### src/rtl/fdc_pkg.sv
// ----------------------------------------------------------------------------
// fdc_pkg
// Shared types, codes and helpers for the floppy disk controller.
// ----------------------------------------------------------------------------
package fdc_pkg;

    // Disk geometry
    localparam int SECTOR_BYTES      = 137;
    localparam int SECTORS_PER_TRACK = 32;
    localparam int TRACK_COUNT       = 77;
    localparam int DRIVE_COUNT       = 16;

    localparam int ADDR_W = 19;

    // Action codes of an input transaction
    localparam logic [2:0] ACT_TICK        = 3'd0;
    localparam logic [2:0] ACT_SELECT      = 3'd1;
    localparam logic [2:0] ACT_STATUS_RD   = 3'd2;
    localparam logic [2:0] ACT_CONTROL     = 3'd3;
    localparam logic [2:0] ACT_SECTOR_RD   = 3'd4;
    localparam logic [2:0] ACT_DATA_WR     = 3'd5;
    localparam logic [2:0] ACT_DATA_RD     = 3'd6;

    // Memory request codes
    localparam logic [1:0] MREQ_NONE  = 2'd0;
    localparam logic [1:0] MREQ_READ  = 2'd1;
    localparam logic [1:0] MREQ_WRITE = 2'd2;

    // Configuration register indexes
    localparam logic [1:0] CFG_DRIVE_MASK   = 2'd0;
    localparam logic [1:0] CFG_STEP_TICKS   = 2'd1;
    localparam logic [1:0] CFG_LOAD_TICKS   = 2'd2;
    localparam logic [1:0] CFG_SECTOR_TICKS = 2'd3;

    // Status bit positions (active low)
    localparam int ST_ENWD   = 0;
    localparam int ST_MOVEHD = 1;
    localparam int ST_STATHD = 2;
    localparam int ST_INTE   = 5;
    localparam int ST_TRACK0 = 6;
    localparam int ST_NRDA   = 7;

    localparam logic [7:0] STATUS_IDLE     = 8'hff;
    localparam logic [7:0] STATUS_SELECTED = 8'ha5;
    localparam logic [7:0] BYTE_BLANK      = 8'hff;

    typedef struct packed {
        logic [2:0] action;
        logic [7:0] data_byte;
        logic       cpu_int_enabled;
    } t_in_item;

    typedef struct packed {
        logic [7:0]        read_data;
        logic [1:0]        mem_request;
        logic [3:0]        mem_drive;
        logic [ADDR_W-1:0] mem_address;
        logic [7:0]        mem_write_data;
    } t_out_item;

    typedef struct packed {
        logic [15:0] drive_present_mask;
        logic [7:0]  step_ticks;
        logic [7:0]  load_ticks;
        logic [7:0]  sector_ticks;
    } t_cfg;

    // Drive is usable when in range and its image is mounted
    function automatic logic drive_ok(input logic [15:0] mask, input logic [3:0] drv);
        return (32'(drv) < DRIVE_COUNT) && mask[drv];
    endfunction

    // Byte offset of (track, sector, byte) in a disk image, modulo the address width
    function automatic logic [ADDR_W-1:0] image_addr(input logic [6:0] trk,
                                                     input logic [4:0] sec,
                                                     input logic [7:0] byte_idx);
        logic [ADDR_W-1:0] idx;
        idx = ADDR_W'(trk) * ADDR_W'(SECTORS_PER_TRACK) + ADDR_W'(sec);
        return idx * ADDR_W'(SECTOR_BYTES) + ADDR_W'(byte_idx);
    endfunction

endpackage

### src/rtl/fdc_engine.sv
// ----------------------------------------------------------------------------
// fdc_engine
// Controller state and the one-pass update for a single transaction.
// ----------------------------------------------------------------------------
module fdc_engine (
    input  logic              i_clk,
    input  logic              i_rst_n,
    input  logic              i_fire,
    input  fdc_pkg::t_in_item i_item,
    input  fdc_pkg::t_cfg     i_cfg,
    output fdc_pkg::t_out_item o_result
);
    import fdc_pkg::*;

    logic [6:0] r_drive_track [DRIVE_COUNT];
    logic [6:0] n_drive_track [DRIVE_COUNT];
    logic [4:0] r_sector_pos,      n_sector_pos;
    logic [4:0] r_rw_sector,       n_rw_sector;
    logic [3:0] r_sel_drive,       n_sel_drive;
    logic [7:0] r_status,          n_status;
    logic       r_enabled,         n_enabled;
    logic       r_head_loaded,     n_head_loaded;
    logic       r_write_active,    n_write_active;
    logic [7:0] r_byte_cnt,        n_byte_cnt;
    logic [7:0] r_sector_tick_cnt, n_sector_tick_cnt;
    logic [7:0] r_head_timer,      n_head_timer;
    logic [7:0] r_step_timer,      n_step_timer;
    logic       r_read_blank,      n_read_blank;
    logic [6:0] r_read_track,      n_read_track;

    logic [3:0] drv;
    logic       drv_present;
    logic       do_disable;
    logic       same_sector;
    logic [6:0] trk;
    logic [8:0] tick_cnt_inc;
    logic [7:0] trk_inc;
    t_out_item  res;

    assign drv         = r_sel_drive;
    assign drv_present = drive_ok(i_cfg.drive_present_mask, drv);

    // Work out the next state and the result of the current transaction
    always_comb begin
        n_drive_track     = r_drive_track;
        n_sector_pos      = r_sector_pos;
        n_rw_sector       = r_rw_sector;
        n_sel_drive       = r_sel_drive;
        n_status          = r_status;
        n_enabled         = r_enabled;
        n_head_loaded     = r_head_loaded;
        n_write_active    = r_write_active;
        n_byte_cnt        = r_byte_cnt;
        n_sector_tick_cnt = r_sector_tick_cnt;
        n_head_timer      = r_head_timer;
        n_step_timer      = r_step_timer;
        n_read_blank      = r_read_blank;
        n_read_track      = r_read_track;
        do_disable        = 1'b0;
        same_sector       = 1'b1;
        trk               = r_drive_track[drv];
        tick_cnt_inc      = {1'b0, r_sector_tick_cnt} + 9'd1;
        trk_inc           = {1'b0, trk} + 8'd1;
        res               = '0;

        case (i_item.action)
            ACT_TICK: begin
                if (r_enabled) begin
                    // Rotate the disk
                    if (tick_cnt_inc > {1'b0, i_cfg.sector_ticks}) begin
                        n_sector_tick_cnt = '0;
                        if (32'(r_sector_pos) >= SECTORS_PER_TRACK - 1) begin
                            n_sector_pos = '0;
                        end else begin
                            n_sector_pos = r_sector_pos + 5'd1;
                        end
                    end else begin
                        n_sector_tick_cnt = tick_cnt_inc[7:0];
                    end
                    // Count down the settle and step timers
                    if (r_head_timer != '0) begin
                        n_head_timer = r_head_timer - 8'd1;
                        if (n_head_timer == '0) n_status[ST_STATHD] = 1'b0;
                    end
                    if (r_step_timer != '0) begin
                        n_step_timer = r_step_timer - 8'd1;
                        if (n_step_timer == '0) n_status[ST_MOVEHD] = 1'b0;
                    end
                end
            end

            ACT_SELECT: begin
                if (i_item.data_byte[7]) begin
                    do_disable = 1'b1;
                end else begin
                    n_sel_drive = i_item.data_byte[3:0];
                    if (!drive_ok(i_cfg.drive_present_mask, i_item.data_byte[3:0])) begin
                        do_disable = 1'b1;
                    end else begin
                        n_enabled      = 1'b1;
                        n_status       = STATUS_SELECTED;
                        n_write_active = 1'b0;
                        n_head_loaded  = 1'b0;
                        n_head_timer   = '0;
                        n_step_timer   = '0;
                    end
                end
            end

            ACT_STATUS_RD: begin
                if (r_enabled) begin
                    n_status[ST_INTE]   = !i_item.cpu_int_enabled;
                    n_status[ST_TRACK0] = (trk != '0);
                end
                res.read_data = n_status;
            end

            ACT_CONTROL: begin
                if (r_enabled) begin
                    // Step in
                    if (i_item.data_byte[0] && (trk_inc < 8'(TRACK_COUNT))) begin
                        trk                  = trk_inc[6:0];
                        n_status[ST_MOVEHD]  = 1'b1;
                        n_step_timer         = i_cfg.step_ticks;
                        if (r_head_loaded) begin
                            n_status[ST_STATHD] = 1'b1;
                            n_head_timer        = i_cfg.load_ticks;
                        end
                    end
                    // Step out
                    if (i_item.data_byte[1] && (trk != '0)) begin
                        trk                  = trk - 7'd1;
                        n_status[ST_MOVEHD]  = 1'b1;
                        n_step_timer         = i_cfg.step_ticks;
                        if (r_head_loaded) begin
                            n_status[ST_STATHD] = 1'b1;
                            n_head_timer        = i_cfg.load_ticks;
                        end
                    end
                    n_drive_track[drv] = trk;
                    // Head load
                    if (i_item.data_byte[2]) begin
                        n_head_loaded       = 1'b1;
                        n_head_timer        = i_cfg.load_ticks;
                        n_status[ST_MOVEHD] = 1'b1;
                        n_step_timer        = i_cfg.load_ticks;
                    end
                    // Head unload
                    if (i_item.data_byte[3]) begin
                        n_head_loaded       = 1'b0;
                        n_head_timer        = '0;
                        n_status[ST_STATHD] = 1'b1;
                    end
                    // Start of a sector write
                    if (i_item.data_byte[7] && !r_write_active) begin
                        n_write_active    = 1'b1;
                        n_byte_cnt        = '0;
                        n_status[ST_ENWD] = 1'b0;
                    end
                end
            end

            ACT_SECTOR_RD: begin
                if (!r_enabled || r_status[ST_STATHD]) begin
                    n_status[ST_NRDA] = 1'b1;
                    n_status[ST_ENWD] = 1'b1;
                    res.read_data     = BYTE_BLANK;
                end else begin
                    if (r_sector_pos != r_rw_sector) begin
                        n_rw_sector       = r_sector_pos;
                        same_sector       = 1'b0;
                        n_status[ST_NRDA] = 1'b0;
                        n_status[ST_ENWD] = 1'b1;
                        n_byte_cnt        = '0;
                    end
                    res.read_data = {2'b00, n_rw_sector, same_sector};
                end
            end

            ACT_DATA_WR: begin
                if (32'(r_byte_cnt) < SECTOR_BYTES) begin
                    if (drv_present) begin
                        res.mem_request    = MREQ_WRITE;
                        res.mem_drive      = drv;
                        res.mem_address    = image_addr(trk, r_rw_sector, r_byte_cnt);
                        res.mem_write_data = i_item.data_byte;
                    end
                    n_byte_cnt = r_byte_cnt + 8'd1;
                    if (32'(n_byte_cnt) == SECTOR_BYTES) begin
                        n_write_active = 1'b0;
                        if (!drv_present) do_disable = 1'b1;
                    end
                end
            end

            ACT_DATA_RD: begin
                // Latch the track and blank flag on the first byte of a sector
                if (r_byte_cnt == '0) begin
                    if (!drv_present) begin
                        do_disable   = 1'b1;
                        n_read_blank = 1'b1;
                    end else begin
                        n_read_blank = 1'b0;
                        n_read_track = trk;
                    end
                end
                if (32'(r_byte_cnt) >= SECTOR_BYTES) begin
                    res.read_data = BYTE_BLANK;
                end else begin
                    if (n_read_blank) begin
                        res.read_data = BYTE_BLANK;
                    end else begin
                        res.mem_request = MREQ_READ;
                        res.mem_drive   = drv;
                        res.mem_address = image_addr(n_read_track, r_rw_sector, r_byte_cnt);
                    end
                    n_byte_cnt = r_byte_cnt + 8'd1;
                    if (32'(n_byte_cnt) == SECTOR_BYTES) n_status[ST_NRDA] = 1'b1;
                end
            end

            default: begin
            end
        endcase

        // Drop the controller to its disabled state
        if (do_disable) begin
            n_enabled      = 1'b0;
            n_status       = STATUS_IDLE;
            n_head_loaded  = 1'b0;
            n_write_active = 1'b0;
            n_head_timer   = '0;
            n_step_timer   = '0;
        end
    end

    assign o_result = res;

    // Commit the new state when the transaction is processed
    always_ff @(posedge i_clk) begin
        if (!i_rst_n) begin
            for (int i = 0; i < DRIVE_COUNT; i++) r_drive_track[i] <= '0;
            r_sector_pos      <= '0;
            r_rw_sector       <= '0;
            r_sel_drive       <= '0;
            r_status          <= STATUS_IDLE;
            r_enabled         <= 1'b0;
            r_head_loaded     <= 1'b0;
            r_write_active    <= 1'b0;
            r_byte_cnt        <= '0;
            r_sector_tick_cnt <= '0;
            r_head_timer      <= '0;
            r_step_timer      <= '0;
            r_read_blank      <= 1'b0;
            r_read_track      <= '0;
        end else if (i_fire) begin
            r_drive_track     <= n_drive_track;
            r_sector_pos      <= n_sector_pos;
            r_rw_sector       <= n_rw_sector;
            r_sel_drive       <= n_sel_drive;
            r_status          <= n_status;
            r_enabled         <= n_enabled;
            r_head_loaded     <= n_head_loaded;
            r_write_active    <= n_write_active;
            r_byte_cnt        <= n_byte_cnt;
            r_sector_tick_cnt <= n_sector_tick_cnt;
            r_head_timer      <= n_head_timer;
            r_step_timer      <= n_step_timer;
            r_read_blank      <= n_read_blank;
            r_read_track      <= n_read_track;
        end
    end

endmodule

### src/rtl/floppy_disk_controller_top.sv
// ----------------------------------------------------------------------------
// floppy_disk_controller_top
// An accepted transaction is held in the input register, then registered as
// its result. Throughput: one transaction per cycle unless the output stalls;
// input register, single-pass update and result register overlap across items.
// Reset: synchronous active-low; clears all controller state and loads the
// configuration registers with their defaults.
// ----------------------------------------------------------------------------
module floppy_disk_controller_top (
    input  logic               i_clk,
    input  logic               i_rst_n,
    // Input channel
    input  logic               i_in_valid,
    output logic               o_in_stall,
    input  fdc_pkg::t_in_item  i_in_data,
    // Output channel
    output logic               o_out_valid,
    input  logic               i_out_stall,
    output fdc_pkg::t_out_item o_out_data,
    // Configuration write port
    input  logic               i_cfg_we,
    input  logic [1:0]         i_cfg_index,
    input  logic [15:0]        i_cfg_data
);
    import fdc_pkg::*;

    logic      r_in_valid;
    t_in_item  r_in;
    logic      r_out_valid;
    t_out_item r_out;
    t_cfg      r_cfg;
    t_out_item w_result;
    logic      w_out_free;
    logic      w_fire;
    logic      w_accept;

    // Handshake: process the held transaction when the result register frees up
    assign w_out_free = !r_out_valid || !i_out_stall;
    assign w_fire     = r_in_valid && w_out_free;
    assign o_in_stall = r_in_valid && !w_out_free;
    assign w_accept   = i_in_valid && !o_in_stall;

    // Hold the accepted transaction
    always_ff @(posedge i_clk) begin
        if (!i_rst_n) begin
            r_in_valid <= 1'b0;
        end else if (w_accept) begin
            r_in_valid <= 1'b1;
        end else if (w_fire) begin
            r_in_valid <= 1'b0;
        end
    end

    always_ff @(posedge i_clk) begin
        if (w_accept) r_in <= i_in_data;
    end

    // Register the result
    always_ff @(posedge i_clk) begin
        if (!i_rst_n) begin
            r_out_valid <= 1'b0;
        end else if (w_fire) begin
            r_out_valid <= 1'b1;
        end else if (!i_out_stall) begin
            r_out_valid <= 1'b0;
        end
    end

    always_ff @(posedge i_clk) begin
        if (w_fire) r_out <= w_result;
    end

    assign o_out_valid = r_out_valid;
    assign o_out_data  = r_out;

    // Configuration registers
    always_ff @(posedge i_clk) begin
        if (!i_rst_n) begin
            r_cfg.drive_present_mask <= 16'hffff;
            r_cfg.step_ticks         <= 8'd10;
            r_cfg.load_ticks         <= 8'd40;
            r_cfg.sector_ticks       <= 8'd5;
        end else if (i_cfg_we) begin
            case (i_cfg_index)
                CFG_DRIVE_MASK:   r_cfg.drive_present_mask <= i_cfg_data;
                CFG_STEP_TICKS:   r_cfg.step_ticks         <= i_cfg_data[7:0];
                CFG_LOAD_TICKS:   r_cfg.load_ticks         <= i_cfg_data[7:0];
                CFG_SECTOR_TICKS: r_cfg.sector_ticks       <= i_cfg_data[7:0];
                default: begin
                end
            endcase
        end
    end

    fdc_engine u_engine (
        .i_clk    (i_clk),
        .i_rst_n  (i_rst_n),
        .i_fire   (w_fire),
        .i_item   (r_in),
        .i_cfg    (r_cfg),
        .o_result (w_result)
    );

    // A held transaction is neither lost nor altered while it waits
    a_in_hold: assert property (@(posedge i_clk) disable iff (!i_rst_n)
        r_in_valid && !w_fire |=> r_in_valid && $stable(r_in))
        else $error("held input transaction changed before processing");

    // No memory request means no drive, address or write data
    a_idle_fields: assert property (@(posedge i_clk) disable iff (!i_rst_n)
        o_out_valid && (o_out_data.mem_request == MREQ_NONE) |->
            (o_out_data.mem_drive == '0) && (o_out_data.mem_address == '0) &&
            (o_out_data.mem_write_data == '0))
        else $error("memory fields set without a request");

    // Image reads return no CPU byte from the controller itself
    a_read_req_data: assert property (@(posedge i_clk) disable iff (!i_rst_n)
        o_out_valid && (o_out_data.mem_request == MREQ_READ) |->
            (o_out_data.read_data == '0) && (o_out_data.mem_write_data == '0))
        else $error("read request carries data");

    // A result is only loaded into a free result register
    a_no_overwrite: assert property (@(posedge i_clk) disable iff (!i_rst_n)
        r_out_valid && i_out_stall |=> r_out_valid && $stable(r_out))
        else $error("pending result overwritten");

endmodule

### config.mk
export PLATFORM = sky130hd
export DESIGN_NAME = floppy_disk_controller_top
export DESIGN_NICKNAME = d
export VERILOG_FILES = /design/src/rtl/fdc_pkg.sv /design/src/rtl/fdc_engine.sv /design/src/rtl/floppy_disk_controller_top.sv
export SDC_FILE = /design/constraint.sdc
export NUM_CORES = 1
export LEC_CHECK = 0
export ABC_CLOCK_PERIOD_IN_PS = 8950
export BUFFER_PORTS_ARGS = -buffer_cell sky130_fd_sc_hd__buf_2
export CORE_AREA = 10 10 172 174
export CTS_BUF_LIST = sky130_fd_sc_hd__clkbuf_4
export CTS_CLUSTER_SIZE = 30
export DETAILED_ROUTE_END_ITERATION = 12
export DIE_AREA = 0 0 182 184
export PLACE_DENSITY = 0.79
export RECOVER_POWER = 100
export SLEW_MARGIN = 20
export SYNTH_ARGS = -nofsm -noshare
export SYNTH_HDL_FRONTEND = slang
export SYNTH_SLANG_ARGS = --single-unit
### constraint.sdc
create_clock -name i_clk -period 8.95 [get_ports i_clk]
set_clock_uncertainty 0.15 [all_clocks]
set_input_delay 2.2375 -clock i_clk [delete_from_list [all_inputs] [get_ports i_clk]]
set_output_delay 2.2375 -clock i_clk [all_outputs]
set_load 0.01 [all_outputs]
* Word level (Yosys, flattened, before mapping)
Cells that the tools add are included.
Operators by class: add/sub/neg operators 11, bitwise operators 3, reductions and logical operators 57, multiply operators 2, multiplexer cells 118, equality and inequality tests 35, divide/modulo/power cells 0, order comparisons 9, shift-type cells 0
Operators by type and width (number):
- 8-bit 2-to-1 mux | 32
- 112-bit bitwise mux | 1
- 7-bit 2-to-1 mux | 12
- 8-bit one-hot mux with 3 select lines | 3
- 33-bit 2-to-1 mux | 2
- 25-bit one-hot mux with 2 select lines | 1
- 1-bit 2-to-1 mux | 45
- 19-bit by 8-bit adder with 19-bit output | 2
- 19-bit by 8-bit multiplier with 19-bit output (second input constant) | 2
- 3-bit by 1-bit inequality test with 1-bit output (second input constant) | 11
- 8-bit one-hot mux with 4 select lines | 1
- 8-bit AND reduction | 4
- 7-bit binary-select mux with 4-bit select | 1
- 7-bit demux with 4-bit select | 1
- 12-bit by 5-bit adder with 13-bit output | 2
- 25-bit 2-to-1 mux | 1
- 8-bit zero test | 3
- 24-bit 2-to-1 mux | 1
- 7-bit AND reduction | 3
- 4-bit nonzero test | 5
- 8-bit nonzero test | 2
- 8-bit by 1-bit subtractor with 8-bit output (second input constant) | 2
- 3-bit AND reduction | 5
- 7-bit nonzero test | 2
- 46 further kinds | 91
Word-level totals: bits in writable memories 0, memories kept 0, memory bits (read-only) 0, register bits 272, bits in latches 0, input bits 35

* Logic depth before layout (Yosys ltp)
Gate-level depths: netlist of run 1.
depth in word-level cells 18, depth in mapped cells 28, gate-level depth less buffers 24

* By module
Synthesis of run 1 repeated with hierarchy kept, for this count alone.
Second synthesis, totals: cell total of the unflattened synthesis 1760, area, all modules 16419.5 sq um
Modules (own cells, without submodules):
- fdc_engine | cells an instance 1537, area an instance 13053.8 sq um, times used 1, seq. area each 3523.4 sq um
- floppy_disk_controller_top | cells an instance 223, area an instance 3365.7 sq um, times used 1, seq. area each 2432.3 sq um

* Worst setup path before layout of run 1
Ideal clock, no wire load.
kind register to register, from register u_engine.r_sel_drive[0], in the netlist u_engine.drv[0], to register r_out (netlist bit o_out_data[26]) (data pin), setup slack 2072 ps, path buffers 5, arrival time 6565 ps, setup time 163 ps, required time 8637 ps, stages on the path, launching flop included 26, cell sequence dfxtp_1 > buf_6 > buf_4 > buf_1 > mux4_2 > mux4_2 > clkbuf_1 > nand2_1 > clkbuf_1 > o21ai_0 > ha_1 > ha_1 > ha_1 > fa_1 > ha_1 > a21o_1 > a21o_1 > a21oi_1 > o21ai_0 > a21oi_1 > o21ai_0 > o211ai_1 > o21ai_0 > a2111oi_0 > a31oi_1 > o221ai_1
Between the ends: word-level cells in the longest chain between the ends 13, elaborated cells between the ends (all ways) 23, those cells by class 4 x add/sub; 2 x mul; 16 x mux; 1 x bitwise
RTL lines:
- from (decl) | RTL line fdc_engine.sv:19 | logic [3:0] r_sel_drive, n_sel_drive;
- from (signal assigned) | RTL line fdc_engine.sv:260 | r_sel_drive <= n_sel_drive;
- 4-bit NOT with 5-bit output (not written as such) | RTL line fdc_engine.sv:61 | trk = r_drive_track[drv];
- 7-bit binary-select mux with 4-bit select | RTL line fdc_engine.sv:61
- 7-bit 2-to-1 mux (not written as such) (2 in a row) | RTL line fdc_engine.sv:61
- 7-bit 2-to-1 mux | RTL line fdc_engine.sv:199 | if (!drv_present) begin
- 7-bit 2-to-1 mux | RTL line fdc_engine.sv:198 | if (r_byte_cnt == '0) begin
- 7-bit 2-to-1 mux | RTL line fdc_engine.sv:66 | case (i_item.action)
- 12-bit by 5-bit adder with 13-bit output | RTL line fdc_pkg.sv:78 | idx = ADDR_W'(trk) * ADDR_W'(SECTORS_PER_TRACK) + ADDR_W'(sec);
- 19-bit by 8-bit multiplier with 19-bit output | RTL line fdc_pkg.sv:79 | return idx * ADDR_W'(SECTOR_BYTES) + ADDR_W'(byte_idx);
- 19-bit by 8-bit adder with 19-bit output | RTL line fdc_pkg.sv:79
- 24-bit 2-to-1 mux | RTL line fdc_engine.sv:210 | if (n_read_blank) begin
- 25-bit 2-to-1 mux | RTL line fdc_engine.sv:207 | if (32'(r_byte_cnt) >= SECTOR_BYTES) begin
- 25-bit one-hot mux with 2 select lines * | RTL line fdc_engine.sv:66
- to (signal assigned) | RTL line floppy_disk_controller_top.sv:70 | if (w_fire) r_out <= w_result;
- to (decl) | RTL line floppy_disk_controller_top.sv:30 | t_out_item r_out;
Every way passes the cells marked *; elsewhere a longest branch is shown, timed or not. The select of a mux whose other input is x is not followed. A chain may end at the register's enable or synchronous reset.

* Worst setup path in the final report of run 1
Ends and elaborated chain as after synthesis.

==> results of run 1 <==
## logic make-up (layout without fill, tap and decap cells)
logic type	count (synthesis)	in the layout
AND/OR/NAND/NOR	557	557
AO/OA/AOI/OAI	360	360
flip-flops	271	271
buffers and inverters	188	317
adder cells (fa/ha/maj)	141	141
multiplexers	123	123
XOR/XNOR	53	53
other	0	1
## layout make-up
| cell class | instances | area share |
|---|---|---|
| Clock inverter | 25 | 0.0102 |
| Multi-Input combinational cell | 1234 | 0.525 |
| Antenna cell | 1 | 0.000147 |
| Sequential cell | 271 | 0.349 |
| Timing Repair Buffer | 93 | 0.0255 |
| Clock buffer | 97 | 0.0427 |
| Tap cell | 335 | 0.0246 |
| Inverter | 102 | 0.0225 |
## cells in the final DEF, fill, tap and decap left out, types with 5 or more instances in the layout
master / netlist / final
nor4b_1: 5 / 5
a31oi_1: 8 / 8
o21ai_0: 81 / 83
o21a_1: 9 / 9
a22oi_1: 9 / 9
or2_2: 5 / 5
nand3b_1: 5 / 5
or3_1: 12 / 12
clkbuf_4: 0 / 97
nor3_1: 22 / 22
edfxtp_1: 53 / 53
clkinv_1: 1 / 15
xnor2_1: 31 / 32
fa_1: 20 / 20
nand4_1: 9 / 9
inv_1: 97 / 97
o211a_1: 5 / 5
buf_2: 12 / 32
and3_1: 19 / 19
o221ai_1: 8 / 9
nand3_1: 53 / 53
and2_1: 6 / 5
clkbuf_1: 64 / 49
a211oi_1: 4 / 5
xor2_1: 19 / 19
nor2b_1: 21 / 21
a21o_1: 13 / 13
nor2_1: 148 / 150
o22ai_1: 48 / 48
buf_4: 3 / 12
a21oi_1: 111 / 111
nand2_1: 211 / 212
dfxtp_1: 218 / 218
o211ai_1: 8 / 8
mux4_2: 38 / 38
ha_1: 121 / 121
mux2i_1: 82 / 82
nand2b_1: 19 / 19
## per-layer routing
layer	part of all wire	routed length, um	vias up
li1	-	-	6243
met1	0.44	17000	6251
met2	0.47	18400	483
met3	0.065	2520	100
met4	0.029	1140	0
met5	0	0	-
## metrics by stage
stage          hold WS, ps  instances  instance area [um^2]  total power [mW]  setup WS (ps)
2_1_floorplan          286       1693                 15700              1.43           2070
3_3_place_gp           293       2035                 16300              1.48           1950
3_5_place_dp           300       2035                 16300              1.49           1830
4_1_cts                308       2157                 17200              2.58           1710
5_1_grt                328       2158                 17100              2.66            649
6_report               308       2158                 17100              2.55           1290
## flip-flops by register name, indices dropped and copies added, names as in the netlist, 5 cells and up
signal                      count
u_engine.r_status               7
u_engine.r_read_track           7
o_out_data                     41
u_engine.r_step_timer           8
u_engine.r_sector_tick_cnt      8
u_engine.r_rw_sector            5
r_cfg                          40
r_in                           12
u_engine.r_byte_cnt             8
u_engine.r_drive_track        112
u_engine.r_head_timer           8
u_engine.r_sector_pos           5
## report_power, final
part | internal (mW) | switching, mW
clock | 0.567 | 0.524
sequential | 1.27 | 0.0216
combinational | 0.0575 | 0.113
total | 1.89 | 0.659
## final timing paths
| path | slack [ps] | to | depth (start not counted) | startpoint |
|---|---|---|---|---|
| min | 310 | r_cfg[3]$_SDFFE_PN0P_ | 2 | r_cfg[3]$_SDFFE_PN0P_ |
| max reg2reg | 1290 | o_out_data[26]$_SDFFCE_PP0P_ | 23 | u_engine.drv[0]$_SDFFE_PN0P_ |
| max | 1290 | o_out_data[26]$_SDFFCE_PP0P_ | 23 | u_engine.drv[0]$_SDFFE_PN0P_ |
| min reg2reg | 310 | r_cfg[3]$_SDFFE_PN0P_ | 2 | r_cfg[3]$_SDFFE_PN0P_ |
## worst register-to-register path: stages (launching register included)
cell and delay [ps]:
dfxtp_1 1090, buf_4 500, mux4_2 550, a22o_1 280, a221oi_4 350, inv_1 280, ha_1 370, ha_1 290
ha_1 290, inv_1 50, fa_1 470, inv_1 40, ha_1 310, a21o_1 200, a21o_1 180, a21oi_1 200
o21ai_0 120, a21oi_1 290, o211ai_1 190, a21o_1 210, a21o_1 210, a41oi_1 350, mux2i_1 250, o221ai_1 140
==> impl_metrics.csv, run 1 <==
group,metric,value,unit
status,status,"finished with violations",
status,violations,"max-capacitance violations, max-slew violations",
global_route,use_met2,0.376,
place,hpwlAfterDp,27600,um
global_route,use_met1,0.284,
global_route,grtUsageTotal,0.226,
drt,num_vias,13077,
yosys,ys_seq_elements,271,
timing,worst_pin_slew,4410,ps
setup_path,cp_cell_sequence,"buf_4, mux4_2, a22o_1, a221oi_4, inv_1, ha_1, ha_1, ha_1, inv_1, fa_1, inv_1, ha_1, a21o_1, a21o_1, a21oi_1, o21ai_0, a21oi_1, o211ai_1, a21o_1, a21o_1, a41oi_1, mux2i_1, o221ai_1",
global_route,grt_pass1_vias,12717,
timing,slew_headroom,-1.94,
place,io_buffers,77,
floorplanning,std_cell_rows,59,
global_route,grt_pass1_wl,63200,um
clocking,cts_max_path_buffers,3,
timing,report.final.slew_viol_count,275,
timing,grt_setup_unrepaired,"no",
floorplanning,start_util,0.607,
yosys,synthTopCellsByCount,"dfxtp_1 (218), nand2_1 (211), nor2_1 (148), ha_1 (121), a21oi_1 (111)",
yosys,postSynthCellCount,1693,
clocking,clk_latency,710,ps
yosys,synth_compound_area_frac,0.147,
timing,timing.fmax,131,MHz
drt,remaining_drc_errors,0,
drt,drtIter0Drc,1219,
yosys,ys_seq_area_frac,0.379,
yosys,synth_xor_area_frac,0.0324,
yosys,syn_area_per_cell,9.28,um^2
final_layout,ff_latch_area,0.00596,mm^2
drt,wl,39100,um
clocking,numCtsBuffers,71,
final_layout,final_util,0.658,
floorplanning,core,0.0259,mm^2
floorplanning,die_height,184,um
final_layout,multi_input_area,0.00896,mm^2
power_and_ir_drop,vdd_drop_max,0.000157,V
final_layout,layout.nets,1949,
yosys,synthTopCellsByArea,"dfxtp_1 (28%), edfxtp_1 (10%), ha_1 (9.6%), mux4_2 (5.4%), mux2i_1 (5.2%)",
global_route,grt_max_degree,114,
yosys,synthAdderAreaFrac,0.122,
clocking,cts_tree,"done",
final_layout,syn2layout_area_growth,8.50,%
yosys,synthArstFlopShare,0,
drt,routedWlPerCell,18.1,um
timing,finalSetupViolCount,0,
place,place.gp.congestion,0.906,
floorplanning,ios,78,
final_layout,drive_gt1_frac,0.119,
setup_path,max_stage_delay,1090,ps
yosys,syn_nets,1869,
yosys,synth_top_area_cell,"dfxtp_1",
clocking,post-cts-setup-buffer-count,0,
setup_path,cp.arrival,7890,ps
setup_path,path_delay_family,"compound AO/OA/AOI/OAI gates",
setup_path,worst_ep_required_time,9180,ps
drt,firstDrtPassIters,5,
drt,drtAntennaViolNets,0,
timing,hold_violations,0,
timing,fin_setup_tns,0,ps
clocking,cts.sinks,271,
setup_path,cp_max_fo,20,
timing,min_period,7660,ps
yosys,muxShareOfSynthArea,0.109,
setup_path,crit_type,"register to register",
flow_run,drv_cap,4,
clocking,postCtsHoldBufs,0,
clocking,clk_pin_slew,70,ps
power_and_ir_drop,pwr_density_cell,150,mW/mm^2
clocking,ctsResizeCount,0,
setup_path,path_buf_inv,4,
global_route,grt_antenna_before_repair,1,
timing,period_share,0.856,
floorplanning,die_area,0.0335,mm^2
setup_path,worstSetupStartpointType,"register",
yosys,synth_top_area_frac,0.278,
setup_path,worst_path_max_delay_cell,"dfxtp_1",
yosys,synth.cell_area,0.0157,mm^2
global_route,grt-busiest-layer,"met2",
hold_path,min_path_type,"register to register",
clocking,cts_htree_levels,3,
yosys,yosysUniqueCellTypes,83,
final_layout,fillers,2135,
yosys,synth_simple_gate_area_frac,0.162,
global_route,overflow,0,
yosys,synth_flop_cell,"dfxtp_1",
global_route,use_met3,0.0402,
yosys,synth_edf_count,53,
setup_path,cp-end-kind,"register",
power_and_ir_drop,p_leak,7.16,nW
yosys,synth_most_common_cell,"dfxtp_1",
clocking,cts_root_buffer,"clkbuf_4",
floorplanning,dieWidth,182,um
yosys,synth_top_family_by_area,"simple AND/OR/NAND/NOR gates",
yosys,yosys_warnings,0,
drt,viasPerCell,6.06,
No activity file was read; power rests on OpenSTA's default activity.
==> run 2, diff against run 1 <==
- PLACE_DENSITY: 0.79 -> 0.8
==> impl_metrics.csv, run 2 (synthesized netlist as in run 1, its figures left out) <==
group,metric,value,unit
clocking,ctsResizeCount,0,
timing,finalSetupViolCount,0,
floorplanning,dieWidth,182,um
setup_path,path_delay_family,"compound AO/OA/AOI/OAI gates",
clocking,cts_max_path_buffers,3,
timing,report.final.slew_viol_count,263,
hold_path,min_to,"r_cfg[5]$_SDFFE_PN0P_",
global_route,grt_antenna_before_repair,1,
floorplanning,die_area,0.0335,mm^2
clocking,numCtsBuffers,73,
place,place.gp.congestion,0.943,
hold_path,min_from,"r_cfg[5]$_SDFFE_PN0P_",
clocking,cts.sinks,271,
final_layout,drive_gt1_frac,0.121,
clocking,cts_tree,"done",
drt,drtIter0Drc,1248,
clocking,clk_latency,720,ps
setup_path,max_stage_delay,980,ps
flow_run,drv_cap,4,
timing,min_period,7840,ps
global_route,grtUsageTotal,0.231,
floorplanning,die_height,184,um
clocking,cts_htree_levels,3,
place,place_area,0.0163,mm^2
final_layout,largest_reg_flops,112,
setup_path,worstSetupStartpointType,"register",
final_layout,final_common_cell,"dfxtp_1",
floorplanning,start_util,0.607,
clocking,clk_pin_slew,60,ps
place,io_buffers,77,
power_and_ir_drop,p_leak,7.21,nW
timing,timing.fmax,128,MHz
status,violations,"max-capacitance violations, max-slew violations",
drt,num_vias,13077,
final_layout,largest-register,"u_engine.r_drive_track",
power_and_ir_drop,pwr_density_cell,154,mW/mm^2
timing,hold_violations,0,
hold_path,hold_depth,2,
hold_path,min_path_type,"register to register",
final_layout,layout_common_cells,"dfxtp_1 (217), nand2_1 (212), nor2_1 (150)",
final_layout,stdcell_area,0.0171,mm^2
setup_path,reg2reg_from,"u_engine.drv[1]$_SDFFE_PN0P_",
clocking,postCtsHoldBufs,0,
drt,viasPerCell,6.02,
global_route,overflow,0,
setup_path,cp_max_fo,21,
timing,period_share,0.876,
setup_path,cp-end-kind,"register",
timing,fin_setup_tns,0,ps
setup_path,path_buf_inv,3,
global_route,grt_max_degree,81,
drt,remaining_drc_errors,0,
final_layout,fillers,2138,
timing,grt_setup_unrepaired,"no",
setup_path,rr_endpoint,"u_engine.r_drive_track[4]$_SDFFE_PN0P_",
setup_path,worst_path_max_delay_cell,"dfxtp_1",
status,status,"finished with violations",
clocking,cts_root_buffer,"clkbuf_4",
power_and_ir_drop,vdd_drop_max,0.000119,V
timing,worst_pin_slew,3330,ps
global_route,grt_pass1_vias,12965,
floorplanning,ios,78,
setup_path,r2r_slack,1110,ps
floorplanning,std_cell_rows,59,
setup_path,rr_worst_depth,17,
drt,drtAntennaViolNets,0,
place,dp.cells,2037,
timing,slew_headroom,-1.22,
setup_path,crit_type,"register to register",
floorplanning,core,0.0259,mm^2
global_route,grt_pass1_wl,65000,um
drt,routedWlPerCell,18.1,um
place,hpwlAfterDp,28100,um
setup_path,cp_cell_sequence,"clkbuf_1, mux4_2, a221oi_4, inv_1, ha_1, nand3_1, nand3_1, a211oi_1, nor2_1, xnor2_1, ha_1, inv_1, a221oi_1, a311o_2, xor2_1, mux2i_1, nor2_1",
final_layout,syn2layout_area_growth,9.02,%
clocking,post-cts-setup-buffer-count,0,
final_layout,layout.nets,1953,
final_layout,layoutNonFillerInstCount,2173,
setup_path,worst_ep_required_time,9400,ps
drt,wl,39400,um
drt,firstDrtPassIters,8,
setup_path,cp.arrival,8290,ps
## run 2: cell count changes in the layout (fill, tap and decap cells not counted), sizes merged
cell,change
buf,+1
bufinv,+1
clkbuf,+8
clkinv,+6
clkinvlp,-1
diode,+1
inv,-1
## run 2: worst reg2reg max path, delay by kind of cell, from the launching register on
family,cells,cell delay (ps)
DFF,1,980
xor gates and xnor gates,2,1320
buffers and inverters,3,1180
adders and majority gates,2,640
and+or+nand+nor,4,850
AOI/OAI and AO/OA,4,2010
muxes,2,670
## run 2: report_power, final
part           switching, mW  internal [mW]
Combinational          0.115         0.0575
Clock                  0.542          0.632
Sequential            0.0209           1.27
Total                  0.678           1.96
## run 2: final cells by class
class                      count  area, um^2  area share
antenna                        2        5.00    0.000292
inverter                     102         384      0.0224
sequential                   271        5960       0.348
tap                          335         419      0.0245
clock inverter                30         215      0.0126
multi-input combinational   1234        8930       0.521
timing repair buffer          95         447      0.0261
clock buffer                 104         781      0.0456
## run 2: per-layer routing
metal,share of wire,vias to the layer above,track usage
li1,-,6256,-
met1,0.43,6265,0.287
met2,0.48,465,0.384
met3,0.066,91,0.0449
met4,0.030,0,0.0979
met5,0,-,0
## run 2: stage by stage
step | setup slack [ps] | hold WS (ps) | power, mW | utilization
final | 1110 | 312 | 2.64 | 0.661
after global routing | 566 | 321 | 2.74 | 0.661
after CTS | 1690 | 313 | 2.66 | 0.667
after detailed placement | 1710 | 304 | 1.49 | 0.629
after global placement | 1830 | 294 | 1.49 | 0.629
after floorplan | 2070 | 286 | 1.43 | -
## run 2: how the worst max path moves through the flow
stage / start / to / slack, ps / cells past startpoint
floorplan: u_engine.drv[0]$_SDFFE_PN0P_ / o_out_data[26]$_SDFFCE_PP0P_ / 2070 / 25
global placement: u_engine.drv[0]$_SDFFE_PN0P_ / o_out_data[26]$_SDFFCE_PP0P_ / 1830 / 20
detailed placement: u_engine.drv[0]$_SDFFE_PN0P_ / o_out_data[26]$_SDFFCE_PP0P_ / 1710 / 20
CTS: u_engine.drv[0]$_SDFFE_PN0P_ / o_out_data[26]$_SDFFCE_PP0P_ / 1690 / 20
global route: u_engine.drv[1]$_SDFFE_PN0P_ / u_engine.r_drive_track[4]$_SDFFE_PN0P_ / 570 / 17
finish: u_engine.drv[1]$_SDFFE_PN0P_ / u_engine.r_drive_track[4]$_SDFFE_PN0P_ / 1110 / 17
